`config.mk`:
```
export PLATFORM = sky130hd
export DESIGN_NAME = fta_scan_unit
export DESIGN_NICKNAME = d
export VERILOG_FILES = /design/src/sv/fta_pkg.sv /design/src/sv/fta_scan_unit.sv
export SDC_FILE = /design/constraint.sdc
export NUM_CORES = 1
export LEC_CHECK = 0
export BUFFER_PORTS_ARGS = -buffer_cell sky130_fd_sc_hd__buf_4
export CAP_MARGIN = 15
export CORE_UTILIZATION = 45
export CTS_CLUSTER_DIAMETER = 30
export DETAILED_ROUTE_END_ITERATION = 10
export PLACE_DENSITY = 0.74
export SLEW_MARGIN = 20
export SYNTH_ARGS = -nofsm -noshare
export SYNTH_HDL_FRONTEND = slang
export SYNTH_SLANG_ARGS = --single-unit
```
`constraint.sdc`:
```
create_clock -name clk -period 1.9 [get_ports clk]
set_clock_uncertainty 0.1 [all_clocks]
set_input_delay 0.38 -clock clk [delete_from_list [all_inputs] [get_ports clk]]
set_output_delay 0.38 -clock clk [all_outputs]
set_load 0.1 [all_outputs]
```
`src/sv/fta_pkg.sv`:
```
// Shared types, constants and status codes of the frame table allocator.
package fta_pkg;

  localparam int FRAME_COUNT = 1024;
  localparam int PID_WIDTH   = 16;

  // Widths of the request and response fields.
  localparam int KIND_W   = 1;
  localparam int PID_IN_W = 16;
  localparam int COUNT_IN_W = 11;
  localparam int PAGE_IN_W  = 11;
  localparam int STATUS_W   = 2;
  localparam int FRAME_OUT_W = 10;

  localparam int IDX_W   = (FRAME_COUNT > 1) ? $clog2(FRAME_COUNT) : 1;
  localparam int CNT_W   = $clog2(FRAME_COUNT + 1);
  localparam int ACC_W   = (CNT_W > COUNT_IN_W) ? CNT_W : COUNT_IN_W;

  localparam logic [KIND_W-1:0] KIND_ADMIT     = 1'b0;
  localparam logic [KIND_W-1:0] KIND_TRANSLATE = 1'b1;

  localparam logic [STATUS_W-1:0] ST_ADMITTED   = 2'd0;
  localparam logic [STATUS_W-1:0] ST_DENIED     = 2'd1;
  localparam logic [STATUS_W-1:0] ST_TRANSLATED = 2'd2;
  localparam logic [STATUS_W-1:0] ST_FAULT      = 2'd3;

  typedef struct packed {
    logic                 valid;
    logic [PID_WIDTH-1:0] pid;
  } owner_t;

  // Commands to the shared counter and compare unit.
  typedef struct packed {
    logic clr;
    logic inc;
  } acc_ctrl_t;

  typedef struct packed {
    logic eq;
    logic lt;
  } acc_flags_t;

endpackage

```
`src/sv/fta_scan_unit.sv`:
```
// Shared counter and comparator used by the request passes over the owner table.
module fta_scan_unit (
  input  logic                       clk,
  input  logic                       rst,
  input  fta_pkg::acc_ctrl_t         ctrl,
  input  logic [fta_pkg::ACC_W-1:0]  target,
  output logic [fta_pkg::ACC_W-1:0]  acc,
  output fta_pkg::acc_flags_t        flags
);

  always_ff @(posedge clk) begin
    if (rst) begin
      acc <= '0;
    end else if (ctrl.clr) begin
      acc <= '0;
    end else if (ctrl.inc) begin
      acc <= acc + fta_pkg::ACC_W'(1);
    end
  end

  assign flags.eq = (acc == target);
  assign flags.lt = (acc < target);

endmodule

```
# Yosys cells after proc, flatten, opt, wreduce, memory -nomap -nowiden
# Index checks and enable logic that the tools add are counted.
dict set report totals {
  register_bits 11
  out_inout_bits 13
  word_cells 5
}
dict set report classes {
  n_addsub 1
  magnitude_cmp 1
  eq_ne 1
  n_reduce_logical 1
}
# op n
set ops {}
lappend ops {{11-bit by 1-bit adder with 11-bit output, second input constant} 1}
lappend ops {{11-bit == test} 1}
lappend ops {{11-bit less-than comparator} 1}
lappend ops {{2-bit OR reduction} 1}

# Logic depth before layout (Yosys ltp)
# Gate-level depths: netlist of the first run.
dict set report logic_depth {
  word_depth 1
  ltp_mapped 6
  ltp_nobuf 6
}

# Least setup slack after synthesis of the first run
# OpenSTA, ideal clock, no wires.
dict set report synth_timing {
  kind {reg2out}
  start {register acc[0] (netlist name)}
  end {output flags[1] (netlist name)}
  t_arrival_ps 3485
  required_ps 1420
  setup_slack_ps -2065
  stages_incl_launch_ff 5
  n_path_buf 0
  cell_sequence {dfxtp_1 -> inv_1 -> ha_1 -> nand3_1 -> nor3_1}
}
# item line_no
set synth_rtl {}
lappend synth_rtl {{start: declaration} fta_scan_unit.sv:7} ;# output logic [fta_pkg::ACC_W-1:0] acc,
lappend synth_rtl {{start signal: assignment} fta_scan_unit.sv:17} ;# acc <= acc + fta_pkg::ACC_W'(1);
lappend synth_rtl {{end: declaration} fta_scan_unit.sv:8} ;# output fta_pkg::acc_flags_t flags

==> run metrics, run 1 <==
top-count cell post-synth=ha_1; critical path depth=6; Crit path buffers/inverters=1; max-slew violation count=0; CTS tree=yes; dpl ws=-0.343 ns; global-route wire length before repair=2880 µm; Worst Reg-to-Reg Cells=6; TritonCTS buffer count=3; fin worst setup slack=-0.196 ns; post-layout minimum cycle time=2.10 ns; Worst-path clk slew=around 0.070 ns; CTS H-tree depth=1; Adder-Cell Fraction of Synth Area=0.208; PwrDens=about 370 nW/µm²; Req. time, crit path=1.42 ns; main flop type after synthesis=dfxtp_1; Post-synth top cells=ha_1, dfxtp_1, inv_1; complex-gate fraction of the synthesized area=0.111; DR iter-0 viols=6; clk sinks=11; Async SR Flop Fraction=0; row cnt=14; Rel. slew slack=0.814; Mapped Cells=88; Simple-Gate Fraction of Synth Area=0.215; total grt overflow=0; run status=finished with violations; CP Launch Type=flip-flop; Worst Tran Pin Value=0.281 ns; family with the most delay on the worst path=compound AO/OA/AOI/OAI gates; DP HPWL=1470 µm; RD Place Congestion=0.721; final setup violating endpoints=2; die height=42.1 µm; final hold viol count=0; wire per inst=12.3 µm; yosys warns=0; Hold Crit Class=in2reg; max reg flops=11; Clock Path Buffers=2; Post-CTS Setup Bufs=0; Ports=28; register with the most flip-flops=acc; Die ar.=1770 µm²; vias in the first global route=slightly above 700; CP cell instances=ha_4, a21o_1, a21o_1, a21oi_2, o21a_4, buf_12; Static Leak=~0.00058 µW; WP data arrival=1.62 ns; critical path's most frequent cell=a21o_1; FF+latch count, synth=11; Mapped Area=between 700 and 800 µm²; sequential area share after synthesis=0.305; CTS Hold Bufs=0; Die X=42.1 µm; Overall Global Routing Usage=0.218; layout cell share with drive strength beyond 1=0.542; period utilization=1.10; mux cell area share after synthesis=0.0139; clk_lat worst skew=0.27 ns; Detail Route Antenna Nets=0; initial antenna violation count=0; DRC=0; Power, Total=about 460 µW; Worst Path Max Fanout=2; Final nets=159; Post-synth EDFFs=0; Synth area leaders=dfxtp_1, ha_1, inv_1; crit-path max cell delay=approximately 0.35 ns; routed vias=758; Syn Nets=115; largest area contributor in the netlist=dfxtp_1; Core Util, Final=0.831; max-cap violations=0; share of Yosys cell area claimed by the top area cell type=0.305; Setup TNS Final=-0.361 ns; Root Driver=clkbuf_4; failing checks=negative setup slack; library cells used by synthesis=21; fmax=477 MHz; 1st-pass router iterations=2; pin count of the biggest net entering global routing=12; Hold Path Depth=3; port bufs=27; slowest CP cell=dfxtp_4; Core Region=1510 µm²; Vias/cell=about 5.2; Starting Density=0.479; largest family of logic cells by synthesized area=simple AND/OR/NAND/NOR gates; unrepaired setup endpoints after global routing=true; WS Path Type=reg2out; Inserted Diodes=0; Synth Area per Inst=roughly 8.2 µm²; Layout area overhead=73.3%; largest registers=acc x11; Synth Area in XOR/XNOR=0.0849; crit end category=output pin; Max VDD drop=0.000447 V; routed wire length=1810 µm
## placed cells by master, fill, tap and decap left out, types with 2 or more instances in the layout
master	count
nand4_1	6
nor3_1	2
clkbuf_4	3
nor2_1	9
inv_1	10
buf_4	38
ha_1	6
a21oi_1	3
xnor2_1	3
buf_12	2
a21oi_2	3
ha_4	6
o21ai_0	4
dfxtp_4	11
xor2_1	4
a21o_1	2
or3_1	3
nand2_1	5
## worst register-to-register path, stage by stage (launching register included)
cell and delay [ns]:
dfxtp_4 0.35, buf_4 0.13, ha_1 0.17, and3_2 0.22
nand2_1 0.07, or3_1 0.30, a21oi_1 0.14
## cells by family (layout without fill, tap and decap cells)
kind of cell    count (synthesis)  in the layout
xor+xnor                        7              7
compound gates                 14             14
buf+inv                        12             55
mux                             1              1
fa+ha+maj                      12             12
flops                          11             11
simple gates                   31             31
## cell type report
| type | count | area [µm²] |
|---|---|---|
| Sequential cell | 11 | 262 |
| Fill cell | 96 | 255 |
| Inverter | 11 | 41.3 |
| Multi-Input combinational cell | 65 | 577 |
| Timing Repair Buffer | 40 | 325 |
| Clock buffer | 4 | 26.3 |
| Tap cell | 16 | 20.0 |
## metal layers
| layer | GRT usage | up-vias | share of wire |
|---|---|---|---|
| li1 | - | 390 | - |
| met1 | 0.238 | 349 | 0.41 |
| met2 | 0.406 | 17 | 0.55 |
| met3 | 0.0647 | 2 | 0.043 |
| met4 | 0.0563 | 0 | 0.0044 |
| met5 | 0 | - | 0 |
## stage by stage
stage | hold WS [ns] | cells | area [µm²]
floorplan | 0.426 | 88 | 866
global placement | 0.411 | 143 | 1180
global route | 0.295 | 147 | 1250
finish | 0.308 | 147 | 1250
detailed placement | 0.416 | 143 | 1180
CTS | 0.303 | 147 | 1240
## where the power goes
| group | switching [µW] | internal, µW |
|---|---|---|
| clock | 77.2 | 81.3 |
| combinational | 44.1 | 43.8 |
| sequential | 1.16 | 217 |
| total | 122 | 342 |
## final timing paths
kind | startpoint | to | slack [ns]
min | ctrl[0] | acc[1] | 0.31
min reg2reg | acc[10] | acc[10] | 0.43
max | acc[8] | flags[0] | -0.20
max reg2reg | acc[0] | acc[8] | 0.35
## timing repair
action / 4_1_cts / 5_1_grt
pin swaps: 1 / 5
endpoints found under the setup margin: 2 / 2
resized for setup: 8 / 2
No activity file was read; power rests on OpenSTA's default activity.
==> run 2, diff against run 1 <==
Settings changed: CELL_PAD_IN_SITES_DETAIL_PLACEMENT from default to 1, CELL_PAD_IN_SITES_GLOBAL_PLACEMENT from default to 1, CORE_MARGIN from default to 4, CORE_UTILIZATION 45 to 33, PLACE_DENSITY 0.74 to 0.75.
==> run 2 against run 1 <==
  * Core utilization down 21 points
  * Worst hold slack gained 0.017 ns
  * Highest routed layer unchanged
  * Die area is 70% higher
  * Critical path type unchanged
  * Count of clock-buffer cells in the layout stayed put
  * The flow still finishes with violations (negative setup slack)
==> run metrics, run 2 (same netlist as run 1, synthesis figures left out) <==
Layout area overhead=73.7%; CP cell instances=ha_4, nand4_1, a21oi_2, nor3_2, o21a_4, buf_12; Comb power frac=0.182; DRC=0; max reg flops=11; period utilization=1.10; CTS tree=yes; register with the most flip-flops=acc; clock share of power=0.351; 1st-pass router iterations=3; clk_lat worst skew=between 0.2 and 0.3 ns; Rel. slew slack=0.811; Core Util, Final=0.620; Worst Reg-to-Reg Cells=6; WS Path Type=reg2out; CP Launch Type=flip-flop; failing checks=negative setup slack; Ports=28; Worst-path clk slew=0.08 ns; fillers=~240; routed vias=between 700 and 800; crit end category=output pin; Placed Area=about 1200 µm²; Clock Path Buffers=2; Req. time, crit path=1.42 ns; total grt overflow=0; clk sinks=11; post-layout minimum cycle time=2.10 ns; WP data arrival=1.62 ns; Static Leak=0.000574 µW; final hold viol count=0; min-delay src=ctrl[0]; TritonCTS buffer count=3; Core Region=2020 µm²; wire per inst=14.7 µm; CTS H-tree depth=1; run status=finished with violations; PwrDens=375 nW/µm²; RD Place Congestion=0.685; Max VDD drop=0.000374 V; DP HPWL=approximately 1800 µm; CP startpoint=acc[5]; port bufs=27; global-route wire length before repair=3840 µm; DR iter-0 viols=5; Detail Route Antenna Nets=0; Die X=54.8 µm; Inserted Diodes=0; commonest non-fill, non-tap cells in the layout=buf_4, dfxtp_4, inv_1; layout cell share with drive strength beyond 1=0.531; Starting Density=0.357; Final nets=between 150 and 200; most common cell after layout, fill and taps aside=buf_4; Hold Path Depth=3; Vias/cell=5.03; max-slew violation count=0; vias in the first global route=roughly 860; row cnt=16; Worst Path Max Fanout=2; unrepaired setup endpoints after global routing=true; routed wire length=2310 µm; slowest CP cell=dfxtp_4; fmax=477 MHz; largest registers=acc x11; crit-path max cell delay=0.35 ns; final instance area=1250 µm²; Overall Global Routing Usage=0.185; die height=54.8 µm; final setup violating endpoints=2; Critical R2R Launch=acc[1]; Int Pwr=340 µW; initial antenna violation count=0; Net Sw Frac=0.277; Die ar.=3000 µm²; Root Driver=clkbuf_4; Psw=130 µW; CTS Hold Bufs=0; Worst Tran Pin Value=0.283 ns; Hold Crit Class=in2reg; fin worst setup slack=-0.195 ns; sequential power share=0.467; pin count of the biggest net entering global routing=12; max-cap violations=0
## run 2: worst max-delay path, delay by kind of cell (launching register included)
family,cells,cell delay (ns)
flops,1,0.35
buf+inv,1,0.16
fa+ha+maj,1,0.26
simple gates,2,0.21
compound gates,2,0.37
## run 2: final cells by class
cell class	instances	area, µm²	share of cell area
Clock buffer	4	26.3	0.0210
Inverter	11	41.3	0.0329
Multi-Input combinational cell	65	573	0.457
Sequential cell	11	262	0.209
Tap cell	27	33.8	0.0269
Timing Repair Buffer	39	318	0.253
## run 2: path summary, 6_finish.rpt
check	to	slack, ns
worst max register to register	acc[8]	0.33
worst min register to register	acc[10]	0.44
worst max-delay path	flags[0]	-0.20
worst min-delay path	acc[0]	0.32
## run 2: routing by layer
metal  wire length (µm)  track usage  vias to the layer above  share of wire
met4                 27       0.0664                        0          0.012
met3                 58       0.0436                        4          0.025
met1                898        0.186                      383           0.39
li1                   -            -                      389              -
met5                  0            0                        -              0
met2               1330        0.360                       13           0.57
## run 2: per-stage QoR
stage	instances	hold WS, ns	setup TNS (ns)	setup slack (ns)	total power [µW]
after floorplan	88	0.426	-0.471	-0.330	270
after global placement	153	0.414	-0.343	-0.257	304
after detailed placement	153	0.424	-0.381	-0.284	310
after CTS	157	0.316	-0.397	-0.214	478
after global routing	157	0.331	-0.493	-0.268	499
final	157	0.325	-0.364	-0.195	470
## run 2: power groups by stage
stage	registers (µW)	clock network, µW	logic (µW)
2_1_floorplan	236	0	33.9
3_3_place_gp	225	0	79.3
3_5_place_dp	225	0	84.6
4_1_cts	219	173	85.6
5_1_grt	220	184	94.7
6_report	220	165	85.6
## run 2: repair_timing
action,in CTS,in global routing
resized for setup,8,1
setup endpoints to repair,2,2
pin swaps,4,1
buffers inserted,0,0
